[src/ardma_pkg.sv]
// ----------------------------------------------------------------------------
// Audio ring DMA package
// Operation and register codes and fixed register values.
// ----------------------------------------------------------------------------
package ardma_pkg;

  localparam logic [1:0] OP_READ  = 2'd0;
  localparam logic [1:0] OP_WRITE = 2'd1;
  localparam logic [1:0] OP_PULL  = 2'd2;

  localparam logic [1:0] REG_CONFIG = 2'd0;
  localparam logic [1:0] REG_LENGTH = 2'd1;
  localparam logic [1:0] REG_BASE   = 2'd2;

  // stereo flag in bit 31, sample rate 44100 Hz below
  localparam logic [31:0] FORMAT_WORD   = 32'h8000_0000 | 32'd44100;
  localparam logic [31:0] LOW_BITS_MASK = 32'h0000_0007;

  localparam int CLEAR_HALF_BIT = 0;
  localparam int CLEAR_FULL_BIT = 1;

endpackage

[src/audio_ring_dma_with_half_full_irq.sv]
// ----------------------------------------------------------------------------
// Audio ring DMA with half/full interrupts
// Register access and sample address generation for a ring playback buffer.
// ----------------------------------------------------------------------------
//  channel | handshake            | payload
//  --------+----------------------+---------------------------------------------
//  in      | in_valid / in_ready  | op, reg_index, write_data
//  out     | out_valid / out_ready| read_data, bus_error, fetch_enable,
//          |                      | fetch_address, irq_half, irq_full
//
//  One transfer per cycle while in_ready is high; its result is presented the cycle after the transfer.
//  Position update is a single increment and two compares ahead of the result register.
//  in_ready drops only while a result is held and out_ready is low.
//  Synchronous reset clears out_valid and the control state, not the result register; no output is valid after reset.
// ----------------------------------------------------------------------------
module audio_ring_dma_with_half_full_irq
  import ardma_pkg::*;
(
  input  logic        clk,
  input  logic        rst,
  input  logic        in_valid,
  output logic        in_ready,
  input  logic [1:0]  op,
  input  logic [1:0]  reg_index,
  input  logic [31:0] write_data,
  output logic        out_valid,
  input  logic        out_ready,
  output logic [31:0] read_data,
  output logic        bus_error,
  output logic        fetch_enable,
  output logic [31:0] fetch_address,
  output logic        irq_half,
  output logic        irq_full
);

  logic        playing;
  logic [31:0] base_address;
  logic [31:0] length_bytes;
  logic [29:0] position;
  logic        half_pending;
  logic        full_pending;

  logic        playing_next;
  logic [31:0] base_address_next;
  logic [31:0] length_bytes_next;
  logic [29:0] position_next;
  logic        half_pending_next;
  logic        full_pending_next;

  logic [31:0] read_data_next;
  logic        bus_error_next;
  logic        fetch_enable_next;
  logic [31:0] fetch_address_next;

  logic [29:0] total;
  logic [29:0] half;
  logic [29:0] pos_inc;
  logic        accept;

  assign in_ready = !out_valid || out_ready;
  assign accept   = in_valid && in_ready;

  assign total   = length_bytes[31:2];
  assign half    = {1'b0, total[29:1]};
  assign pos_inc = position + 30'd1;

  always_comb begin
    playing_next       = playing;
    base_address_next  = base_address;
    length_bytes_next  = length_bytes;
    position_next      = position;
    half_pending_next  = half_pending;
    full_pending_next  = full_pending;
    read_data_next     = '0;
    bus_error_next     = 1'b0;
    fetch_enable_next  = 1'b0;
    fetch_address_next = '0;

    case (op)
      OP_READ: begin
        case (reg_index)
          REG_CONFIG: read_data_next = FORMAT_WORD;
          REG_LENGTH: read_data_next = length_bytes;
          default:    bus_error_next = 1'b1;
        endcase
      end
      OP_WRITE: begin
        case (reg_index)
          REG_CONFIG: begin
            if (write_data[CLEAR_HALF_BIT]) begin
              half_pending_next = 1'b0;
            end
            if (write_data[CLEAR_FULL_BIT]) begin
              full_pending_next = 1'b0;
            end
          end
          REG_LENGTH: begin
            length_bytes_next = write_data & ~LOW_BITS_MASK;
            playing_next      = |(write_data & ~LOW_BITS_MASK);
            position_next     = '0;
          end
          REG_BASE: begin
            base_address_next = write_data & ~LOW_BITS_MASK;
            position_next     = '0;
          end
          default: bus_error_next = 1'b1;
        endcase
      end
      OP_PULL: begin
        if (playing) begin
          fetch_enable_next  = 1'b1;
          fetch_address_next = base_address + {position, 2'b00};
          position_next      = pos_inc;
          if (pos_inc == half) begin
            half_pending_next = 1'b1;
          end
          if (pos_inc == total) begin
            full_pending_next = 1'b1;
            position_next     = '0;
          end
        end
      end
      default: ;
    endcase
  end

  always_ff @(posedge clk) begin
    if (rst) begin
      out_valid    <= 1'b0;
      playing      <= 1'b0;
      base_address <= '0;
      length_bytes <= '0;
      position     <= '0;
      half_pending <= 1'b0;
      full_pending <= 1'b0;
    end else begin
      if (accept) begin
        out_valid    <= 1'b1;
        playing      <= playing_next;
        base_address <= base_address_next;
        length_bytes <= length_bytes_next;
        position     <= position_next;
        half_pending <= half_pending_next;
        full_pending <= full_pending_next;
      end else if (out_ready) begin
        out_valid <= 1'b0;
      end
    end
  end

  // result register, loaded on every input transfer
  always_ff @(posedge clk) begin
    if (accept) begin
      read_data     <= read_data_next;
      bus_error     <= bus_error_next;
      fetch_enable  <= fetch_enable_next;
      fetch_address <= fetch_address_next;
      irq_half      <= half_pending_next;
      irq_full      <= full_pending_next;
    end
  end

endmodule

[config.mk]
export PLATFORM = sky130hd
export DESIGN_NAME = audio_ring_dma_with_half_full_irq
export DESIGN_NICKNAME = d
export VERILOG_FILES = /design/src/ardma_pkg.sv /design/src/audio_ring_dma_with_half_full_irq.sv
export SDC_FILE = /design/constraint.sdc
export NUM_CORES = 1
export LEC_CHECK = 0
export BUFFER_PORTS_ARGS = -buffer_cell sky130_fd_sc_hd__buf_4
export CAP_MARGIN = 20
export CORE_ASPECT_RATIO = 2
export CORE_UTILIZATION = 55
export CTS_CLUSTER_SIZE = 28
export DETAILED_ROUTE_END_ITERATION = 10
export GPL_TIMING_DRIVEN = 0
export PLACE_DENSITY_LB_ADDON = 0.12
export SYNTH_ARGS = -nofsm -noshare
export SYNTH_HDL_FRONTEND = slang
export SYNTH_SLANG_ARGS = --single-unit
[constraint.sdc]
create_clock -name clk -period 3.57 [get_ports clk]
set_input_delay 0.1785 -clock clk [delete_from_list [all_inputs] [get_ports clk]]
set_output_delay 0.1785 -clock clk [all_outputs]
set_load 0.05 [all_outputs]
# ---- Yosys cells after proc, flatten, opt, wreduce, memory -nomap -nowiden
# Cells that the tools add are included.
dict set report totals {
  elab_cells 59
  output_inout_bits 70
  reg_bits 160
}
dict set report classes {
  reduce_logical 15
  n_eq_ne 8
  add_sub_neg 2
  n_mux 21
}
# cell n
set op_table {}
lappend op_table {{$mux W30} 3}
lappend op_table {{$pmux W32 S2} 1}
lappend op_table {{$pmux W30 S2} 1}
lappend op_table {{$add A32 B32 Y32} 1}
lappend op_table {{$add A30 B1 Y30 const B} 1}
lappend op_table {{$eq A30 B29 Y1} 1}
lappend op_table {{$eq A30 B30 Y1} 1}
lappend op_table {{$reduce_or A29 Y1} 1}
lappend op_table {{$mux W1} 13}
lappend op_table {{$pmux W1 S2} 3}
lappend op_table {{$reduce_and A3 Y1} 2}
lappend op_table {{$eq A2 B1 Y1 const B} 2}
lappend op_table {{$eq A2 B2 Y1 const B} 2}
lappend op_table {{$logic_not A2 Y1} 2}
lappend op_table {{$ne A2 B2 Y1 const B} 2}
lappend op_table {{$reduce_and A4 Y1} 1}
lappend op_table {{$reduce_bool A2 Y1} 2}
lappend op_table {{$reduce_or A2 Y1} 2}
lappend op_table {{$reduce_or A3 Y1} 1}
lappend op_table {{$reduce_and A2 Y1} 1}
lappend op_table {{$logic_and A1 B1 Y1} 1}
lappend op_table {{$logic_not A1 Y1} 1}
lappend op_table {{$logic_or A1 B1 Y1} 1}

# ---- Depth between registers and ports, before layout
# Gate-level depths: netlist (run 1).
dict set report depth {
  ltp_word 5
  mapped_depth 12
}

# ---- Least setup slack after synthesis (run 1)
# OpenSTA, ideal clock, no wires.
dict set report synth_timing {
  path_type {reg-to-reg}
  startpoint {register out_valid}
  endpoint {register base_address[21]}
  arrival_ns 3.857
  period_less_slack_ns 3.989
  path_stages_with_launch 9
  path_buffers 2
  setup_slack_ns -0.419
  cell_sequence {dfxtp_1 nand2b_1 nand2_1 clkinv_1 and3_1 clkbuf_1 buf_1 nand2_1 a21oi_1}
}
dict set report synth_via {
  elab_chain_cells 4
}
# element line
set synth_lines {}
lappend synth_lines {{start: declaration} audio_ring_dma_with_half_full_irq.sv:26} ;# output logic out_valid,
lappend synth_lines {{start signal: assignment} audio_ring_dma_with_half_full_irq.sv:129} ;# out_valid <= 1'b0;
lappend synth_lines {{start signal: assignment} audio_ring_dma_with_half_full_irq.sv:138} ;# out_valid <= 1'b1;
lappend synth_lines {{start signal: assignment} audio_ring_dma_with_half_full_irq.sv:146} ;# out_valid <= 1'b0;
lappend synth_lines {{$logic_not A1 Y1} audio_ring_dma_with_half_full_irq.sv:60} ;# assign in_ready = !out_valid || out_ready;
lappend synth_lines {{$logic_or A1 B1 Y1} audio_ring_dma_with_half_full_irq.sv:60}
lappend synth_lines {{named net in_ready} audio_ring_dma_with_half_full_irq.sv:22} ;# output logic in_ready,
lappend synth_lines {{$logic_and A1 B1 Y1} audio_ring_dma_with_half_full_irq.sv:61} ;# assign accept = in_valid && in_ready;
lappend synth_lines {{named net accept} audio_ring_dma_with_half_full_irq.sv:58} ;# logic accept;
lappend synth_lines {{$reduce_and A3 Y1 (no line)} --}
lappend synth_lines {{end signal: assignment} audio_ring_dma_with_half_full_irq.sv:140} ;# base_address <= base_address_next;
lappend synth_lines {{end: declaration} audio_ring_dma_with_half_full_irq.sv:37} ;# logic [31:0] base_address;
# The timed path passes the listed nets, and every way through them passes these cells.
# A chain may end at the register's enable or synchronous reset.

# ---- Worst setup path after layout (run 1)
dict set report layout_timing {
  startpoint {register position[8]}
  endpoint {register half_pending}
}
dict set report layout_via {
  elab_chain_cells 5
}
# element line
set layout_lines {}
lappend layout_lines {{start: declaration} audio_ring_dma_with_half_full_irq.sv:39} ;# logic [29:0] position;
lappend layout_lines {{start signal: assignment} audio_ring_dma_with_half_full_irq.sv:142} ;# position <= position_next;
lappend layout_lines {{$add A30 B1 Y30} audio_ring_dma_with_half_full_irq.sv:65} ;# assign pos_inc = position + 30'd1;
lappend layout_lines {{$eq A30 B29 Y1} audio_ring_dma_with_half_full_irq.sv:114} ;# if (pos_inc == half) begin
lappend layout_lines {{$mux W1} audio_ring_dma_with_half_full_irq.sv:114}
lappend layout_lines {{$mux W1} audio_ring_dma_with_half_full_irq.sv:110} ;# if (playing) begin
lappend layout_lines {{$pmux W1 S2} audio_ring_dma_with_half_full_irq.sv:79} ;# case (op)
lappend layout_lines {{end signal: assignment} audio_ring_dma_with_half_full_irq.sv:143} ;# half_pending <= half_pending_next;
lappend layout_lines {{end: declaration} audio_ring_dma_with_half_full_irq.sv:40} ;# logic half_pending;
# No other way between the ends.

==> impl_metrics.toml, run 1 <==
[clock_tree]
cts-buffers-inserted = 17
clkSlewWorstSetupHoldPaths_ns = 0.07
ctsRootBufferMaster = "clkbuf_16"
cts_buffer_depth = 2
insertion_delay_ns = 0.44
cts_max_level = 4
clkSinkCount = 156
cts_tree = "done"

[grt]
grt_usage_pct = 37.2
antenna_found_initial = 0
grt_pass1_vias = 8745
grt_max_degree = 54
grt_pass1_wl_mm = 48.1
gr-total-overflow = 0

[sta]
fin_crit_sh_pct = 99.0
relSlewSlack_pct = 54.2
setup_viol = 0
drv_slew = 0
finalSetupTns_ns = 0
worst_clock_skew_ns = 0.00864
finalHoldViolCount = 0
max_freq_mhz = 283
worst_slew_pin_slew_ns = 0.679
period_needed_ns = 3.53

[setup_path]
worstSetupEndpointType = "flop"
arrival_ns = 3.90
path_max_fanout = 9
slowest_stage = "or4_4"
critPathLaunchType = "flop"
critPathRequiredTime_ns = 3.93
crit_top_cell = "xor2_1"
cpPeakStageDelay_ns = 0.66
worstSetupPathType = "reg2reg"
crit_buf_inv = 1
cpLargestDelayFamily = "simple AND/OR/NAND/NOR gates"
path_cells = "buf_4 -> nand3_2 -> or4_4 -> xor2_1 -> xor2_1 -> nand4_1 -> or4_1 -> nor3_1 -> nand2_1 -> a21oi_1"

[synth]
syn_avg_cell_area_um2 = 8.68
synth_seq_cells = 156
yosys_warnings = 0
synth-edff-count = 64
yosys.area.top_type_share_pct = 20.3
synth_common_cells = "nand2_1, dfxtp_1, a21oi_1"
syn-instance-count = 1090
yosysSeqAreaShare_pct = 39.8
ys.flop_type = "dfxtp_1"
async_flop_share_pct = 0
syn_area_um2 = 9460
synth.most_common_cell = "nand2_1"
synth_largest_area_cell = "edfxtp_1"
synth_cell_types = 77
synthTopCellsByArea = "edfxtp_1, dfxtp_1, nand2_1"

[placement]
placed_area_um2 = 10500
io_buffers = 104
place.gp.congestion = 1.03
dpl.hpwl_mm = 25.5

[cells_and_area]
drive_gt1_share_pct = 16.8
fillers = 1416
postLayoutCellArea_um2 = 11400
syn2layout_area_growth_pct = 20.0
final_util_pct = 67.8
nets = 1299
antennaDiodeCount = 0

[run]
drv_cap = 0

[die]
rows = 67
dieArea_um2 = 17800
fp.coreArea_um2 = 16800
die-width_um = 94.8
dieHeight_um = 188
ioPinCount = 110
start_util_pct = 56.4

[route]
drt_iter0_markers = 686
dr_total_vias = 8915
wl_mm = 32.4
wl_per_cell_um = 22.5
vias_per_cell = 6.18
ant_nets = 0
drt_first_pass_iters = 5
drc = 0

[power_and_ir_drop]
leakagePower_nw = 4.54
peakVddDrop_uv = 303
p_per_area_nw_per_um2 = 368

[worst_hold_path]
hold_path.class = "in2reg"

[status]
status = "finished, final reports clean"
[kinds of logic (layout without fill, tap and decap cells)]
family,Yosys count,in the layout,share of synthesized area (%)
compound gates,215,215,14.1
xor+xnor,96,96,9.78
fa+ha+maj,37,37,4.97
buf+inv,99,241,4.77
flops,156,156,39.8
mux,3,3,0.331
other cells,1,4,0.0396
simple gates,483,483,26.3
[cells in the final DEF, fill, tap and decap left out, drive strengths merged, types with 5 or more instances in the layout]
cell / count
edfxtp: 64
dfxtp: 92
a211oi: 11
clkbuf: 65
a2111oi: 5
o21ai: 46
buf: 138
nand2b: 18
and3: 41
nor3b: 6
nand2: 182
nand3b: 15
clkinv: 8
inv: 25
or4: 7
o2111ai: 6
nor3: 26
o21bai: 5
xnor2: 54
or3: 6
a21o: 14
nand4: 18
a21oi: 87
and4: 8
nor4: 28
ha: 36
nand3: 41
and2: 10
nor2: 59
xor2: 36
[area by class of cell]
class	count	area (um2)	area share, %
Timing Repair Buffer	110	848	7.47
Tap cell	207	259	2.28
Multi-Input combinational cell	838	5440	47.9
Buffer	77	372	3.27
Inverter	22	83.8	0.738
Clock buffer	17	425	3.74
Clock inverter	15	164	1.44
Sequential cell	156	3770	33.2
[where the power goes]
part           internal (W)  leakage, nW  total [W]  switching [W]
clock network       0.00104        0.285    0.00184       0.000797
registers           0.00189         1.39    0.00192      0.0000216
logic              0.000125         2.86   0.000424       0.000298
total               0.00306         4.54    0.00418        0.00112
[worst register-to-register path: cells and delay by family, from the launching register on]
kind                   cells  cell delay [ns]
AO/OA/AOI/OAI              1             0.14
XOR/XNOR                   2             0.48
buffers and inverters      1             0.20
flip-flops                 1             0.38
AND/OR/NAND/NOR            6             2.28
[through the flow]
stage          setup slack, ns  power (W)  instances  hold slack, ns
3_3_place_gp            -0.529    0.00236       1404           0.441
3_5_place_dp            -0.528    0.00237       1405           0.447
4_1_cts                0.00492    0.00417       1440         0.00484
5_1_grt                -0.0122    0.00427       1442          0.0131
2_1_floorplan            0.424    0.00220       1093           0.308
6_report                0.0357    0.00418       1442         0.00882
[sequential cells by signal, summed over array words and instances, names as in the netlist, 29 cells and up]
register	cells
base_address	29
fetch_address	30
length_bytes	29
position	30
read_data	30
[path summary, 6_finish.rpt]
kind | startpoint | end | slack [ns] | cells past startpoint
setup / recovery | position[8]$_SDFFE_PP0P_ | half_pending$_SDFFE_PP0P_ | 0.04 | 10
hold / removal | write_data[23] | base_address[23]$_SDFFE_PP0P_ | 0.009 | 3
setup reg to reg | position[8]$_SDFFE_PP0P_ | half_pending$_SDFFE_PP0P_ | 0.04 | 10
hold reg to reg | base_address[26]$_SDFFE_PP0P_ | base_address[26]$_SDFFE_PP0P_ | 0.46 | 2
[metal layers]
metal	track usage (%)	wire (um)	vias up	part of all wire (%)
met5	0	0	-	0
met4	29.4	2860	0	8.8
met3	7.66	1870	158	5.8
met2	64.9	16900	415	52
met1	36.7	10900	4165	33
li1	-	-	4177	-
[what timing repair did]
action	in CTS	in global routing
resized for setup	20	18
pin swaps	2	5
endpoints found under the setup margin	37	35
setup buffers	2	2
endpoints found under the hold margin	1	0
hold buffers	1	0
gates cloned	0	0
(Power assumes the default switching activity.)
==> inputs of run 2 (changes only) <==
- BUFFER_PORTS_ARGS: -buffer_cell sky130_fd_sc_hd__buf_4 -> not set
- DONT_BUFFER_PORTS: not set -> 1
==> run 2 against run 1 <==
Non-clock buffer count is 69 lower. Largest power group unchanged. Worst setup slack gained 0.087 ns. Die area unchanged. Count of clock-buffer cells in the layout unchanged. Combinational power down 43%. Highest routed layer is now met5. Sequential power increased by 7%. Largest cell class unchanged. Maximum frequency up 2.5%. Hold slack improved by 0.037 ns. Register-to-register slack better by 0.09 ns. Clock skew is 0.0039 ns higher. Sequential cell count is the same.
==> impl_metrics.toml, run 2 (synthesized netlist as in run 1, its figures left out) <==
[clock_tree]
cts-buffers-inserted = 17
cts_tree = "done"
insertion_delay_ns = 0.45
cts_max_level = 4
clkSinkCount = 156
cts_buffer_depth = 2
clkSlewWorstSetupHoldPaths_ns = 0.07
ctsRootBufferMaster = "clkbuf_16"

[cells_and_area]
syn2layout_area_growth_pct = 14.9
drive_gt1_share_pct = 9.18
final_common_cell = "nand2_1"
fillers = 1455
antennaDiodeCount = 0
nets = 1230
fin_cells = 1373
multi_input_area_um2 = 5390
postLayoutCellArea_um2 = 10900
reg.largest.list = "fetch_address: 30 flops, position: 30 flops, read_data: 30 flops"
regArea_um2 = 3770
final_cell_mix = "nand2_1, dfxtp_1, a21oi_1"

[setup_path]
worstSetupPathType = "reg2reg"
arrival_ns = 3.74
critPathLaunchType = "flop"
slowest_stage = "or4_4"
path_cells = "buf_2 -> and4_1 -> nand4_1 -> buf_4 -> or4_4 -> xnor3_1 -> nor2_1 -> nor4bb_2 -> nand3_1 -> clkbuf_4 -> nand2_1 -> o41ai_1"
cpLargestDelayFamily = "simple AND/OR/NAND/NOR gates"
path_max_fanout = 10
crit_buf_inv = 3
r2r_slack_ns = 0.12
worstSetupEndpointType = "flop"
critPathRequiredTime_ns = 3.86
cpPeakStageDelay_ns = 0.55

[route]
vias_per_cell = 6.30
dr_total_vias = 8649
drc = 0
wl_per_cell_um = 24.4
ant_nets = 0
drt_iter0_markers = 585
wl_mm = 33.4
drt_first_pass_iters = 6

[die]
start_util_pct = 56.4
ioPinCount = 110
dieHeight_um = 188
rows = 67
fp.coreArea_um2 = 16800
dieArea_um2 = 17800
die-width_um = 94.8

[placement]
io_buffers = 0
placed_area_um2 = 9760
placed_cells_incl_taps = 1301
place.gp.congestion = 0.988
dpl.hpwl_mm = 25.7

[sta]
grt_setup_unrepaired = "no"
drv_slew = 0
setup_viol = 0
max_freq_mhz = 290
finalSetupTns_ns = 0
finalHoldViolCount = 0
relSlewSlack_pct = 46.9
worst_clock_skew_ns = 0.0126
worst_slew_pin_slew_ns = 0.797
fin_crit_sh_pct = 96.6
period_needed_ns = 3.45

[status]
status = "finished, final reports clean"

[grt]
gr-total-overflow = 0
grt_pass1_vias = 8698
grt_usage_pct = 38.8
grt_max_degree = 54
antenna_found_initial = 1
grt_pass1_wl_mm = 49.8

[power_and_ir_drop]
peakVddDrop_uv = 305
p_per_area_nw_per_um2 = 383
leakagePower_nw = 4.13

[worst_hold_path]
hold_path.class = "in2reg"

[run]
drv_cap = 0
[run 2: cell types whose count changed in the layout (fill, tap and decap cells not counted), moves of 2 or more]
cell	delta
buf_4	-100
dlygate4sd3_1	+29
clkbuf_1	-2
clkbuf_2	+2
dfxtp_1	+2
nor4_2	+2
nor4_4	-2
[run 2: metrics by stage]
step | hold slack (ns) | util [%] | setup WS [ns] | power (W)
2_1_floorplan | 0.308 | - | 0.424 | 0.00220
3_3_place_gp | 0.316 | 58.1 | -0.499 | 0.00227
3_5_place_dp | 0.316 | 58.2 | -0.454 | 0.00228
4_1_cts | 0.0356 | 64.1 | 0.0105 | 0.00414
5_1_grt | 0.0631 | 64.8 | 0.00136 | 0.00424
6_report | 0.0455 | 64.8 | 0.123 | 0.00416
[run 2: worst register-to-register path: cells and delay by family (launching register included)]
kind | cells | cell delay [ns]
AND/OR/NAND/NOR | 7 | 1.88
AO/OA/AOI/OAI | 1 | 0.10
flip-flops | 1 | 0.41
buffers and inverters | 3 | 0.69
XOR/XNOR | 1 | 0.22
[run 2: worst paths after layout]
path,from,cells past startpoint,to
setup / recovery,position[17]$_SDFFE_PP0P_,12,position[13]$_SDFFE_PP0P_
hold reg to reg,base_address[26]$_SDFFE_PP0P_,2,base_address[26]$_SDFFE_PP0P_
hold / removal,write_data[6],4,playing$_SDFFE_PP0P_
setup reg to reg,position[17]$_SDFFE_PP0P_,12,position[13]$_SDFFE_PP0P_
[run 2: power breakdown]
group | switching (W) | internal, W | total [W]
clock network | 0.000830 | 0.00104 | 0.00187
registers | 0.000147 | 0.00190 | 0.00205
logic | 0.000160 | 0.0000794 | 0.000240
total | 0.00114 | 0.00302 | 0.00416
[run 2: metal layers]
metal	track usage [%]	share of wire [%]	vias up	wire length (um)
met5	0	0.039	-	13
met4	30.7	8.6	2	2880
met3	6.24	5.2	160	1750
met2	68.7	52	386	17400
met1	38.7	34	4074	11400
li1	-	-	4027	-
[run 2: layout make-up]
cell class / count / share of cell area (%)
multi-input cells: 838 / 49.6
flip-flops and latches: 156 / 34.6
clock buffers: 17 / 3.91
repair buffers: 41 / 3.71
plain buffers: 77 / 3.48
well taps: 207 / 2.38
clock inverters: 15 / 1.51
inverters: 22 / 0.771
[run 2: timing repair]
action,in CTS,in global routing
hold buffers,30,0
pin swaps,3,6
endpoints found under the hold margin,59,0
setup endpoints to repair,35,55
setup buffers,4,6
resized for setup,15,18
==> inputs of run 3 (changes only) <==
- CELL_PAD_IN_SITES_DETAIL_PLACEMENT: not set -> 1
- CELL_PAD_IN_SITES_GLOBAL_PLACEMENT: not set -> 1
- CORE_MARGIN: not set -> 4
- CORE_UTILIZATION: 55 -> 49
==> run 3 against run 2 <==
Power decreased by 3.3%. Maximum frequency decreased by 2.5%. Critical endpoint is now position[22]$_SDFFE_PP0P_. Clock power shrank 7%. Wire length grew 12%. Global-route usage is 4.3 points lower. Highest routed layer is now met4. Critical path depth fell by 1. Sequential cell count unchanged.
==> impl_metrics.toml, run 3 (synthesized netlist as in run 1, its figures left out) <==
[setup_path]
arrival_ns = 3.86
path_cells = "buf_4 -> nand4_1 -> or4_4 -> xnor2_1 -> o211ai_1 -> nor4_2 -> and4_1 -> nand4_1 -> nand2_4 -> buf_4 -> nor2_1"
path_max_fanout = 10
slowest_stage = "or4_4"
worstSetupEndpointType = "flop"
cpPeakStageDelay_ns = 0.65
critPathLaunchType = "flop"
critPathRequiredTime_ns = 3.90
worstSetupPathType = "reg2reg"

[power_and_ir_drop]
p_per_area_nw_per_um2 = 369
power_w = 0.00402
p_int_w = 0.00294
netSwitchingPower_w = 0.00108
p_seq_share_pct = 50.9
p_sw_share_pct = 26.8
clock_power_share_pct = 43.1
peakVddDrop_uv = 301
leakagePower_nw = 4.14
comb_power_share_pct = 6.0

[sta]
whs_ns = 0.0198
finalHoldViolCount = 0
drv_slew = 0
worst_slew_pin_slew_ns = 0.723
fin_ws_ns = 0.0363
relSlewSlack_pct = 51.8
worst_clock_skew_ns = 0.0114
max_freq_mhz = 283
finalSetupTns_ns = 0
setup_viol = 0
period_needed_ns = 3.53
fin_crit_sh_pct = 99.0

[worst_hold_path]
hold_path.class = "in2reg"

[cells_and_area]
drive_gt1_share_pct = 9.02
syn2layout_area_growth_pct = 15.2
postLayoutCellArea_um2 = 10900
final_common_cell = "nand2_1"
nets = 1228
final_cell_mix = "nand2_1, dfxtp_1, a21oi_1"
antennaDiodeCount = 0
fillers = 2240
reg.largest.list = "fetch_address: 30 flops, position: 30 flops, read_data: 30 flops"

[grt]
grt_pass1_wl_mm = 55.7
grt_pass1_vias = 9428
antenna_found_initial = 0
grt_usage_pct = 34.6
gr-total-overflow = 0
grt_max_degree = 49

[clock_tree]
cts-buffers-inserted = 17
cts_buffer_depth = 2
clkSlewWorstSetupHoldPaths_ns = 0.06
cts_max_level = 4
clkSinkCount = 156
ctsRootBufferMaster = "clkbuf_16"
cts_tree = "done"
insertion_delay_ns = 0.45

[route]
dr_total_vias = 9002
drt_iter0_markers = 525
ant_nets = 0
drt_first_pass_iters = 5
wl_mm = 37.4
wl_per_cell_um = 26.3
drc = 0
vias_per_cell = 6.34

[die]
start_util_pct = 50.0
dieArea_um2 = 21700
dieHeight_um = 205
ioPinCount = 110
die-width_um = 106
rows = 71
fp.coreArea_um2 = 18900

[run]
drv_cap = 0

[placement]
place.gp.congestion = 0.984
dpl.hpwl_mm = 28.5
placed_area_um2 = 9820
place_ws_ns = -0.625
io_buffers = 0

[status]
status = "finished, final reports clean"
[run 3: worst paths after layout]
check        slack, ns                            to                         start  cells after the start
max               0.04     position[22]$_SDFFE_PP0P_      position[9]$_SDFFE_PP0P_                     11
min               0.02          playing$_SDFFE_PP0P_                write_data[24]                      4
max reg2reg       0.04     position[22]$_SDFFE_PP0P_      position[9]$_SDFFE_PP0P_                     11
min reg2reg       0.46  base_address[3]$_SDFFE_PP0P_  base_address[3]$_SDFFE_PP0P_                      2
[run 3: layout make-up]
class                           instances  area, um2  area share (%)
Inverter                               22       85.1           0.780
Timing Repair Buffer                   39        380            3.49
Tap cell                              255        319            2.93
Buffer                                 77        377            3.45
Clock inverter                         12       96.3           0.884
Sequential cell                       156       3770            34.6
Multi-Input combinational cell        838       5430            49.8
Clock buffer                           20        447            4.10
[run 3: worst max-delay path, delay by kind of cell (launching register included)]
kind            cells  cell delay (ns)
compound gates      1             0.13
flops               1             0.44
xor+xnor            1             0.18
buf+inv             2             0.47
simple gates        7             2.19
[run 3: power groups by stage]
| stage | clock network [W] | logic, W | registers [W] |
|---|---|---|---|
| after floorplan | 0 | 0.000126 | 0.00208 |
| after detailed placement | 0 | 0.000193 | 0.00209 |
| final | 0.00174 | 0.000241 | 0.00205 |
| after global placement | 0 | 0.000186 | 0.00209 |
| after CTS | 0.00173 | 0.000235 | 0.00205 |
| after global routing | 0.00182 | 0.000253 | 0.00205 |
[run 3: through the flow]
| step | cells | util [%] |
|---|---|---|
| detailed placement | 1349 | 51.9 |
| global route | 1419 | 57.6 |
| CTS | 1416 | 57.1 |
| floorplan | 1093 | - |
| global placement | 1348 | 51.8 |
| finish | 1419 | 57.6 |
[run 3: routing by layer]
layer / part of all wire, % / wire length (um) / global-route usage [%]
met4: 8.6 / 3210 / 24.8
met1: 34 / 12600 / 34.5
met2: 53 / 19900 / 64.2
met5: 0 / 0 / 0
met3: 4.3 / 1620 / 4.64
[run 3: repair_timing]
item	in CTS	in global routing
endpoints found under the setup margin	60	55
setup buffers	5	3
pin swaps	5	5
resized for setup	23	19
hold buffers	30	0
hold endpoints to repair	59	0
